<file path="src/hw/rtl/mclp_pkg.sv">
// ----------------------------------------------------------------------------
// mclp_pkg
// Shared types and constants for the multi-click LED pattern controller.
// ----------------------------------------------------------------------------
`default_nettype none

package mclp_pkg;

  localparam int unsigned CFG_W     = 16;
  localparam int unsigned CFG_IDX_W = 2;
  localparam int unsigned MODE_W    = 2;
  localparam int unsigned LED_OUT_W = 8;

  localparam logic [CFG_IDX_W-1:0] CFG_QUIET_LIMIT       = 2'd0;
  localparam logic [CFG_IDX_W-1:0] CFG_RATE_ROTATE_UP    = 2'd1;
  localparam logic [CFG_IDX_W-1:0] CFG_RATE_ROTATE_DOWN  = 2'd2;
  localparam logic [CFG_IDX_W-1:0] CFG_RATE_BINARY_COUNT = 2'd3;

  localparam logic [CFG_W-1:0] RST_QUIET_LIMIT       = 16'd500;
  localparam logic [CFG_W-1:0] RST_RATE_ROTATE_UP    = 16'd50;
  localparam logic [CFG_W-1:0] RST_RATE_ROTATE_DOWN  = 16'd140;
  localparam logic [CFG_W-1:0] RST_RATE_BINARY_COUNT = 16'd50;

  localparam logic [MODE_W-1:0] MODE_ROTATE_UP    = 2'd0;
  localparam logic [MODE_W-1:0] MODE_ROTATE_DOWN  = 2'd1;
  localparam logic [MODE_W-1:0] MODE_BINARY_COUNT = 2'd2;

  localparam logic [7:0] START_ROTATE_UP   = 8'h66;
  localparam logic [7:0] START_ROTATE_DOWN = 8'h30;

  typedef struct packed {
    logic              commit;
    logic [MODE_W-1:0] mode;
  } commit_t;

endpackage

`default_nettype wire

</file>
<file path="src/hw/rtl/mclp_click.sv">
// ----------------------------------------------------------------------------
// mclp_click
// Button click counter: edge detect, quiet timer and mode commit decision.
// ----------------------------------------------------------------------------
`default_nettype none

module mclp_click
  import mclp_pkg::*;
(
  input  wire logic             clk,
  input  wire logic             rst_n,
  input  wire logic             step,
  input  wire logic             button,
  input  wire logic [CFG_W-1:0] quiet_limit,
  output commit_t               commit
);

  logic             prev_button_r, prev_button_nxt;
  logic [CFG_W-1:0] ticks_r, ticks_nxt;
  logic             pending_r, pending_nxt;
  logic [1:0]       residue_r, residue_nxt;

  logic             rising;
  logic [CFG_W:0]   ticks_inc;
  logic             do_commit;
  logic [1:0]       residue_inc;
  logic [1:0]       commit_mode;

  always_comb begin
    rising    = button && !prev_button_r;
    ticks_inc = {1'b0, ticks_r} + {{CFG_W{1'b0}}, 1'b1};
    do_commit = !rising && pending_r && (ticks_r >= quiet_limit);

    case (residue_r)
      2'd0:    residue_inc = 2'd1;
      2'd1:    residue_inc = 2'd2;
      default: residue_inc = 2'd0;
    endcase

    // (residue + 2) mod 3 gives the mode for the collected clicks
    case (residue_r)
      2'd0:    commit_mode = MODE_BINARY_COUNT;
      2'd1:    commit_mode = MODE_ROTATE_UP;
      default: commit_mode = MODE_ROTATE_DOWN;
    endcase

    prev_button_nxt = button;
    pending_nxt     = pending_r;
    residue_nxt     = residue_r;
    if (rising) begin
      pending_nxt = 1'b1;
      residue_nxt = residue_inc;
      ticks_nxt   = (quiet_limit == '0) ? '0 : CFG_W'(1);
    end else begin
      if (do_commit) begin
        pending_nxt = 1'b0;
        residue_nxt = 2'd0;
      end
      ticks_nxt = (ticks_inc > {1'b0, quiet_limit}) ? quiet_limit
                                                    : ticks_inc[CFG_W-1:0];
    end

    commit.commit = do_commit;
    commit.mode   = commit_mode;
  end

  always_ff @(posedge clk) begin
    if (!rst_n) begin
      prev_button_r <= 1'b1;
      ticks_r       <= '0;
      pending_r     <= 1'b0;
      residue_r     <= 2'd0;
    end else if (step) begin
      prev_button_r <= prev_button_nxt;
      ticks_r       <= ticks_nxt;
      pending_r     <= pending_nxt;
      residue_r     <= residue_nxt;
    end
  end

endmodule

`default_nettype wire

</file>
<file path="src/hw/rtl/multi_click_led_pattern_controller.sv">
// ----------------------------------------------------------------------------
// multi_click_led_pattern_controller
// Button-driven LED pattern generator with multi-click mode selection.
// ----------------------------------------------------------------------------
// Usage:
//   Each input word on in_* is one 1 ms tick carrying the sampled button
//   level. Every input word yields exactly one output word on out_* holding
//   the LED pattern and active mode after that tick.
//   Each word passes through the input register, then the pattern and mode
//   registers that drive out_*. One word per cycle is sustained while
//   out_stall is low; the input and state registers each hold one word.
//   A stalled output holds its word and state; the input register keeps
//   filling, and in_stall rises only once it is also occupied.
//   Reset (rst_n low, synchronous) loads mode 0, pattern 0x66, countdown 0
//   and the register defaults (timeout 500, rates 50/140/50).
//   The cfg_* port writes one 16-bit register per enabled cycle; write only
//   while no word is in flight.
// ----------------------------------------------------------------------------
`default_nettype none

module multi_click_led_pattern_controller
  import mclp_pkg::*;
#(
  parameter int unsigned LED_COUNT = 8
) (
  input  wire logic                 clk,
  input  wire logic                 rst_n,
  input  wire logic                 in_valid,
  output      logic                 in_stall,
  input  wire logic                 in_button_level,
  output      logic                 out_valid,
  input  wire logic                 out_stall,
  output      logic [LED_OUT_W-1:0] out_led_pattern,
  output      logic [MODE_W-1:0]    out_active_mode,
  input  wire logic                 cfg_we,
  input  wire logic [CFG_IDX_W-1:0] cfg_index,
  input  wire logic [CFG_W-1:0]     cfg_data
);

  localparam logic [LED_COUNT-1:0] START_UP   = LED_COUNT'(START_ROTATE_UP);
  localparam logic [LED_COUNT-1:0] START_DOWN = LED_COUNT'(START_ROTATE_DOWN);

  logic [CFG_W-1:0] quiet_limit_r;
  logic [CFG_W-1:0] rate_up_r;
  logic [CFG_W-1:0] rate_down_r;
  logic [CFG_W-1:0] rate_count_r;

  logic                 in_valid_r;
  logic                 in_button_r;
  logic                 out_valid_r;
  logic [LED_COUNT-1:0] pattern_r, pattern_nxt;
  logic [MODE_W-1:0]    mode_r, mode_nxt;
  logic [CFG_W-1:0]     countdown_r, countdown_nxt;
  logic [LED_COUNT-1:0] counter_r, counter_nxt;

  logic                 advance;
  logic                 step;
  commit_t              commit;
  logic [CFG_W-1:0]     mode_rate;
  logic [LED_COUNT-1:0] pattern_base;
  logic [CFG_W-1:0]     countdown_base;
  logic [LED_COUNT-1:0] counter_base;
  logic [LED_COUNT-1:0] counter_inc;
  logic [LED_COUNT+LED_OUT_W-1:0] pattern_ext;

  assign advance  = !out_valid_r || !out_stall;
  assign step     = in_valid_r && advance;
  assign in_stall = in_valid_r && !advance;

  // configuration registers
  always_ff @(posedge clk) begin
    if (!rst_n) begin
      quiet_limit_r <= RST_QUIET_LIMIT;
      rate_up_r     <= RST_RATE_ROTATE_UP;
      rate_down_r   <= RST_RATE_ROTATE_DOWN;
      rate_count_r  <= RST_RATE_BINARY_COUNT;
    end else if (cfg_we) begin
      unique case (cfg_index)
        CFG_QUIET_LIMIT:       quiet_limit_r <= cfg_data;
        CFG_RATE_ROTATE_UP:    rate_up_r     <= cfg_data;
        CFG_RATE_ROTATE_DOWN:  rate_down_r   <= cfg_data;
        CFG_RATE_BINARY_COUNT: rate_count_r  <= cfg_data;
        default:               ;
      endcase
    end
  end

  // input register
  always_ff @(posedge clk) begin
    if (!rst_n) begin
      in_valid_r <= 1'b0;
    end else if (!in_stall) begin
      in_valid_r <= in_valid;
    end
  end

  always_ff @(posedge clk) begin
    if (!in_stall && in_valid) begin
      in_button_r <= in_button_level;
    end
  end

  mclp_click u_click (
    .clk         (clk),
    .rst_n       (rst_n),
    .step        (step),
    .button      (in_button_r),
    .quiet_limit (quiet_limit_r),
    .commit      (commit)
  );

  always_comb begin
    mode_nxt       = commit.commit ? commit.mode : mode_r;
    countdown_base = countdown_r;
    pattern_base   = pattern_r;
    counter_base   = counter_r;

    case (mode_nxt)
      MODE_ROTATE_UP:   mode_rate = rate_up_r;
      MODE_ROTATE_DOWN: mode_rate = rate_down_r;
      default:          mode_rate = rate_count_r;
    endcase

    if (commit.commit) begin
      countdown_base = mode_rate;
      counter_base   = '0;
      case (commit.mode)
        MODE_ROTATE_UP:   pattern_base = START_UP;
        MODE_ROTATE_DOWN: pattern_base = START_DOWN;
        default:          pattern_base = '0;
      endcase
    end

    counter_inc   = counter_base + LED_COUNT'(1);
    pattern_nxt   = pattern_base;
    counter_nxt   = counter_base;
    countdown_nxt = countdown_base;
    if (countdown_base == '0) begin
      case (mode_nxt)
        MODE_ROTATE_UP:
          pattern_nxt = {pattern_base[LED_COUNT-2:0], pattern_base[LED_COUNT-1]};
        MODE_ROTATE_DOWN:
          pattern_nxt = {pattern_base[0], pattern_base[LED_COUNT-1:1]};
        default: begin
          counter_nxt = counter_inc;
          pattern_nxt = counter_inc;
        end
      endcase
      countdown_nxt = mode_rate;
    end
    countdown_nxt = countdown_nxt - CFG_W'(1);
  end

  always_ff @(posedge clk) begin
    if (!rst_n) begin
      out_valid_r <= 1'b0;
      pattern_r   <= START_UP;
      mode_r      <= MODE_ROTATE_UP;
      countdown_r <= '0;
      counter_r   <= '0;
    end else begin
      if (advance) begin
        out_valid_r <= in_valid_r;
      end
      if (step) begin
        pattern_r   <= pattern_nxt;
        mode_r      <= mode_nxt;
        countdown_r <= countdown_nxt;
        counter_r   <= counter_nxt;
      end
    end
  end

  // state only moves when a word is taken, so it doubles as the output word
  assign pattern_ext     = {{LED_OUT_W{1'b0}}, pattern_r};
  assign out_valid       = out_valid_r;
  assign out_led_pattern = pattern_ext[LED_OUT_W-1:0];
  assign out_active_mode = mode_r;

endmodule

`default_nettype wire
</file>
<file path="config.mk">
export PLATFORM = sky130hd
export DESIGN_NAME = multi_click_led_pattern_controller
export DESIGN_NICKNAME = d
export VERILOG_FILES = /design/src/hw/rtl/mclp_pkg.sv /design/src/hw/rtl/mclp_click.sv /design/src/hw/rtl/multi_click_led_pattern_controller.sv
export SDC_FILE = /design/constraint.sdc
export NUM_CORES = 1
export LEC_CHECK = 0
export BUFFER_PORTS_ARGS = -buffer_cell sky130_fd_sc_hd__buf_4
export CAP_MARGIN = 20
export CORE_MARGIN = 3
export CORE_UTILIZATION = 32
export CTS_CLUSTER_SIZE = 20
export DETAILED_ROUTE_END_ITERATION = 7
export SYNTH_ARGS = -nofsm -noshare
export SYNTH_HDL_FRONTEND = slang
export SYNTH_SLANG_ARGS = --single-unit
</file>
<file path="constraint.sdc">
create_clock -name clk -period 6.3 [get_ports clk]
set_input_delay 0.315 -clock clk [delete_from_list [all_inputs] [get_ports clk]]
set_output_delay 0.315 -clock clk [all_outputs]
set_load 0.005 [all_outputs]
</file>
# Word-level counts from Yosys, hierarchy flattened
# Index checks and enable logic that the tools add are counted.
# classes
order_cmp,2
reduce_logical,26
n_addsub,3
n_eq_ne,6
n_mux,20
# ops
operator,n
$mux W16,4
$mux W8,5
$logic_not A16 Y1,2
$pmux W16 S2,1
$add A16 B1 Y17 const B,1
$gt A17 B16 Y1,1
$ge A16 B16 Y1,1
$pmux W8 S2,1
$sub A16 B1 Y16 const B,1
$pmux W7 S2,1
$reduce_and A2 Y1,5
$add A8 B1 Y8 const B,1
$eq A2 B1 Y1 const B,4
$logic_not A2 Y1,4
$pmux W2 S2,2
$logic_and A1 B1 Y1,6
$logic_not A1 Y1,6
$mux W2,3
$eq A2 B2 Y1 const B,2
$mux W1,3
$reduce_bool A2 Y1,1
$reduce_or A2 Y1,1
$logic_or A1 B1 Y1,1
# totals
wordCells,72
in_bits,24
out_inout_bits,12
ff_bits,121

# Longest topological paths before layout
# depth
ltp_word,12
depth_mapped,19
mapped_depth_nobuf,18

# Cells and area by module
# From an unflattened synthesis, not the netlist that was laid out.
# hier_totals
hier_cells,971
area_unflattened_um2,7641.1
# by_module_without_submodules
mod,cells_each,n_inst,area_each_um2,seq_area_each_um2
multi_click_led_pattern_controller,723,1,5509.0,2031.9
mclp_click,248,1,2132.0,400.4

# Worst setup path after synthesis
# OpenSTA, ideal clock, no wires.
# synth_path
path_type,reg2reg
start,reg u_click.ticks_r[0]
end,reg countdown_r[12]
slack_ns,1.940
setup_time_ns,0.077
arrival_time_ns,4.283
synth_period_minus_slack_ns,4.360
path_buffers,2
required_ns,6.223
path_stages_with_launch,20
path_cell_list,dfxtp_1 > inv_1 > ha_1 > nand2b_4 > a2111o_1 > a211oi_4 > o31ai_4 > mux2i_1 > buf_2 > buf_4 > a21o_1 > nor2_1 > a21oi_1 > ha_1 > o21a_1 > o31ai_1 > a211oi_4 > nand3b_2 > or4_1 > a41oi_2
# synth_via
elab_chain_cells,9
word_cells_on_any_way,10
cone_classes,add/sub: 1; order compare: 1; eq/ne: 1; mux: 4; reduce/logical: 3
# synth_lines
item,line,rtl
from (decl),mclp_click.sv:19,"logic [CFG_W-1:0] ticks_r, ticks_nxt;"
from (signal assigned),mclp_click.sv:75,ticks_r <= ticks_nxt;
$ge A16 B16 Y1 *,mclp_click.sv:32,do_commit = !rising && pending_r && (ticks_r >= quiet_limit);
$logic_and A1 B1 Y1 *,mclp_click.sv:32,
$mux W2,multi_click_led_pattern_controller.sv:113,mode_nxt = commit.commit ? commit.mode : mode_r;
$eq A2 B1 Y1 or $logic_not A2 Y1 (tied branches),multi_click_led_pattern_controller.sv:118,case (mode_nxt)
$pmux W16 S2,multi_click_led_pattern_controller.sv:118,
$mux W16,multi_click_led_pattern_controller.sv:124,if (commit.commit) begin
$logic_not A16 Y1,multi_click_led_pattern_controller.sv:138,if (countdown_base == '0) begin
$mux W16 *,multi_click_led_pattern_controller.sv:138,
$sub A16 B1 Y16 *,multi_click_led_pattern_controller.sv:151,countdown_nxt = countdown_nxt - CFG_W'(1);
to (signal assigned),multi_click_led_pattern_controller.sv:168,countdown_r <= countdown_nxt;
to (decl),multi_click_led_pattern_controller.sv:53,"logic [CFG_W-1:0] countdown_r, countdown_nxt;"
# Every way passes the cells marked *; elsewhere a longest branch is shown, timed or not.
# A chain may end at the register's enable or synchronous reset.

# Worst setup path in the final report
# Ends and elaborated chain as after synthesis.

==> results.md <==
- Status: complete, no violations
- Crit-path max FO: 18
- Max incr delay on CP: between 0.5 and 0.6 ns
- Largest net degree at the start of global routing: 73
- P_leak: 3.120 nW
- Req. time, crit path: roughly 6.7 ns
- Initial Util: 33.20%
- Ports: 36
- Final Cell Area: 8487 µm²
- Cell accounting for the most synthesized area: dfxtp_1
- Reg power frac: 34.3%
- Mapped cell area: 7380 µm²
- Internal: between 1.5 and 2 mW
- Max cap viols: 0
- Relative slew slack: approximately two fifths
- Residual DRC: 0
- First-pass GRT wire length: about 38,000 µm
- Post-Place Cell Area: 7891 µm²
- RSZ-0062 raised after global routing: no
- Endpoint type of the worst setup path: flip-flop
- Syn nets: between 1,000 and 1,500
- Synth top cells by count: 205 x nand2_1, 120 x dfxtp_1, 97 x a21oi_1
- Max-slew violation count: 0
- Most frequent cell after synthesis: nand2_1
- EDFF count, synth: 1
- Critical path, cell by cell: inv_1 -> ha_1 -> nand2b_4 -> a2111o_1 -> a211oi_4 -> o31ai_4 -> mux2_4 -> a21oi_1 -> o2bb2ai_1 -> nor2_1 -> a21oi_1 -> ha_1 -> o21a_1 -> o31ai_1 -> a211oi_4 -> nand3b_2 -> or4_1 -> a41oi_2
- Seq/Total Area, Yosys: 32.96%
- Die W: 157.9 µm
- Worst vdd ir: 0.1999 mV
- Shortest period the worst path allows: 4.968 ns
- Total CTS buffers: 17
- Cell Pwr Density: 300.0 nW/µm²
- Mapped Cells: 978
- Detail Route Antenna Nets: 0
- Die Y: about 160 µm
- CP max-delay cell: dfxtp_1
- Initial antenna violation count: 0
- Postcts setup bufs: 0
- Core area: 22,230 µm²
- Psw: 893.7 µW
- Hold WC Path Type: in2reg
- Clock sinks: 121
- Clock skew: 0.01172 ns
- Hold_buf cts: 0
- # rows: 54
- Comb power frac: between 20% and 30%
- Nets: 1,050
- Skew-Pair Late Insertion Delay: 0.44 ns
- Clock share of power: 38.5%
- H-tree depth: 4
- Detailed-route via count: 7,243
- Die Area: 24,920 µm²
- Ranking of synthesized cells by area: dfxtp_1 33%, nand2_1 10%, a21oi_1 6.6%, ha_1 5.9%, o21ai_0 3.8%
- Synthesized flop and latch total: about 120
- Final Worst Setup Slack: 1.332 ns
- Initial DRT Pass Iterations: 5
- Yosys warnings: 0
- Global Route Usage Sum: around a fifth
- Setup TNS Final: 0 ns
- Part of the cycle the worst path needs: approximately four fifths
- Async S/R FF share, synth: 0%
- Yosys cell types: 78
- Final setup violation count: 0
- Syn Area/Cell: 7.546 µm²
- Share of post-route cells with drive strength above 1: 10.86%
- CTS Root Buffer Type: clkbuf_16
- Drt total wl: 23,570 µm
- WL/cell: 18.36 µm
- CP Buf/Inv Count: 1
- Ant. Diodes: 0
- Grt ovf: 0
- Clock Tree Buf Depth: 2
- Post-CTS Resized: 0
- Clk slew on worst S/H paths: about 0.060 ns
- Number of global-route vias before repair: between 6,000 and 7,000
- DRT iter0 DRCs: 717
- Worst Tran Pin Value: 0.8658 ns
- Highest Clock Rate: 201.3 MHz
- Arr. time, crit path: 5.32 ns
- PortBufs: 35
- Most used flip-flop cell after synthesis: dfxtp_1
- Final Wtd Congestion: 0.8933
- Via/cell ratio: 5.641
- Layout area overhead: 15.01%
- Synth top area share: about 33%
- CTS tree: built
- Crit start category: flip-flop
- Pwr Total: 2.546 mW
- Setup WS pre-CTS: 1.382 ns
- Hold_ws: 0.06085 ns
- Switching Share: between 30% and 40%
- Hold Violations, Final: 0
- Crit path max-delay family: compound AO/OA/AOI/OAI gates
- Critical path class: reg2reg
- Detail Placement HPWL: 16,850 µm
==> layout by cell type, fill, tap and decap left out, types with 22 or more instances in the layout <==
cell type	Yosys	final
nand2_1	205	205
nand3_1	45	45
o21ai_0	56	56
mux2i_1	23	22
ha_1	35	35
dfxtp_1	120	120
a21oi_1	97	97
nor2_1	68	67
buf_4	1	48
nor3_1	24	24
==> cells by family (layout without fill, tap and decap cells) <==
logic type	Yosys count	after routing	share of synthesized area [%]
AND/OR/NAND/NOR	426	426	26.35
flip-flops	121	121	32.96
adder cells (fa/ha/maj)	35	35	5.934
AO/OA/AOI/OAI	274	274	24.70
multiplexers	26	26	3.628
XOR/XNOR	21	21	2.492
buffers and inverters	75	101	3.934
==> per-stage QoR <==
stage               std cells  util (%)
floorplan                 978         -
global placement         1251     35.50
detailed placement       1251     35.50
CTS                      1283     38.15
global route             1284     38.18
finish                   1284     38.18
==> worst paths after layout <==
path	start	to	slack, ns	cells after the start
worst min register to register	rate_up_r[10]	rate_up_r[10]	0.47	2
worst max register to register	u_click.ticks_r[0]	countdown_r[12]	1.33	18
worst min-delay path	in_button_level	in_button_r	0.06	1
worst max-delay path	u_click.ticks_r[0]	countdown_r[12]	1.33	18
==> final cells by class <==
type | count | area, µm²
inverter | 21 | 78.83
fill | 2277 | 13740
clock inverter | 14 | 137.6
timing repair buffer | 48 | 360.3
multi-input combinational | 782 | 4677
tap | 280 | 350.3
sequential | 121 | 2432
clock buffer | 18 | 450.4
==> power by group through the flow <==
stage / clock network [mW] / registers, mW / logic (mW)
4_1_cts: 0.988 / 0.873 / 0.681
3_3_place_gp: 0 / 0.889 / 0.675
6_report: 0.979 / 0.874 / 0.692
2_1_floorplan: 0 / 0.871 / 0.496
3_5_place_dp: 0 / 0.889 / 0.677
5_1_grt: 1.02 / 0.882 / 0.760
==> state kept, by name (all words and copies together), names as in the netlist <==
register and flops:
countdown_r 16, counter_r 8, in_button_r 1, in_valid_r 1
out_active_mode 2, out_led_pattern 8, out_valid 1, quiet_limit_r 16
rate_count_r 16, rate_down_r 16, rate_up_r 16, u_click.pending_r 1
u_click.prev_button_r 1, u_click.residue_r 2, u_click.ticks_r 16
==> per-layer routing <==
| layer | vias up | GRT usage, % | part of all wire [%] |
|---|---|---|---|
| met2 | 247 | 29.92 | 45 |
| met3 | 48 | 3.144 | 5.3 |
| met1 | 3386 | 26.85 | 47 |
| li1 | 3562 | - | - |
| met4 | 0 | 6.901 | 2.5 |
| met5 | - | 0 | 0 |
(Power assumes the default switching activity.)
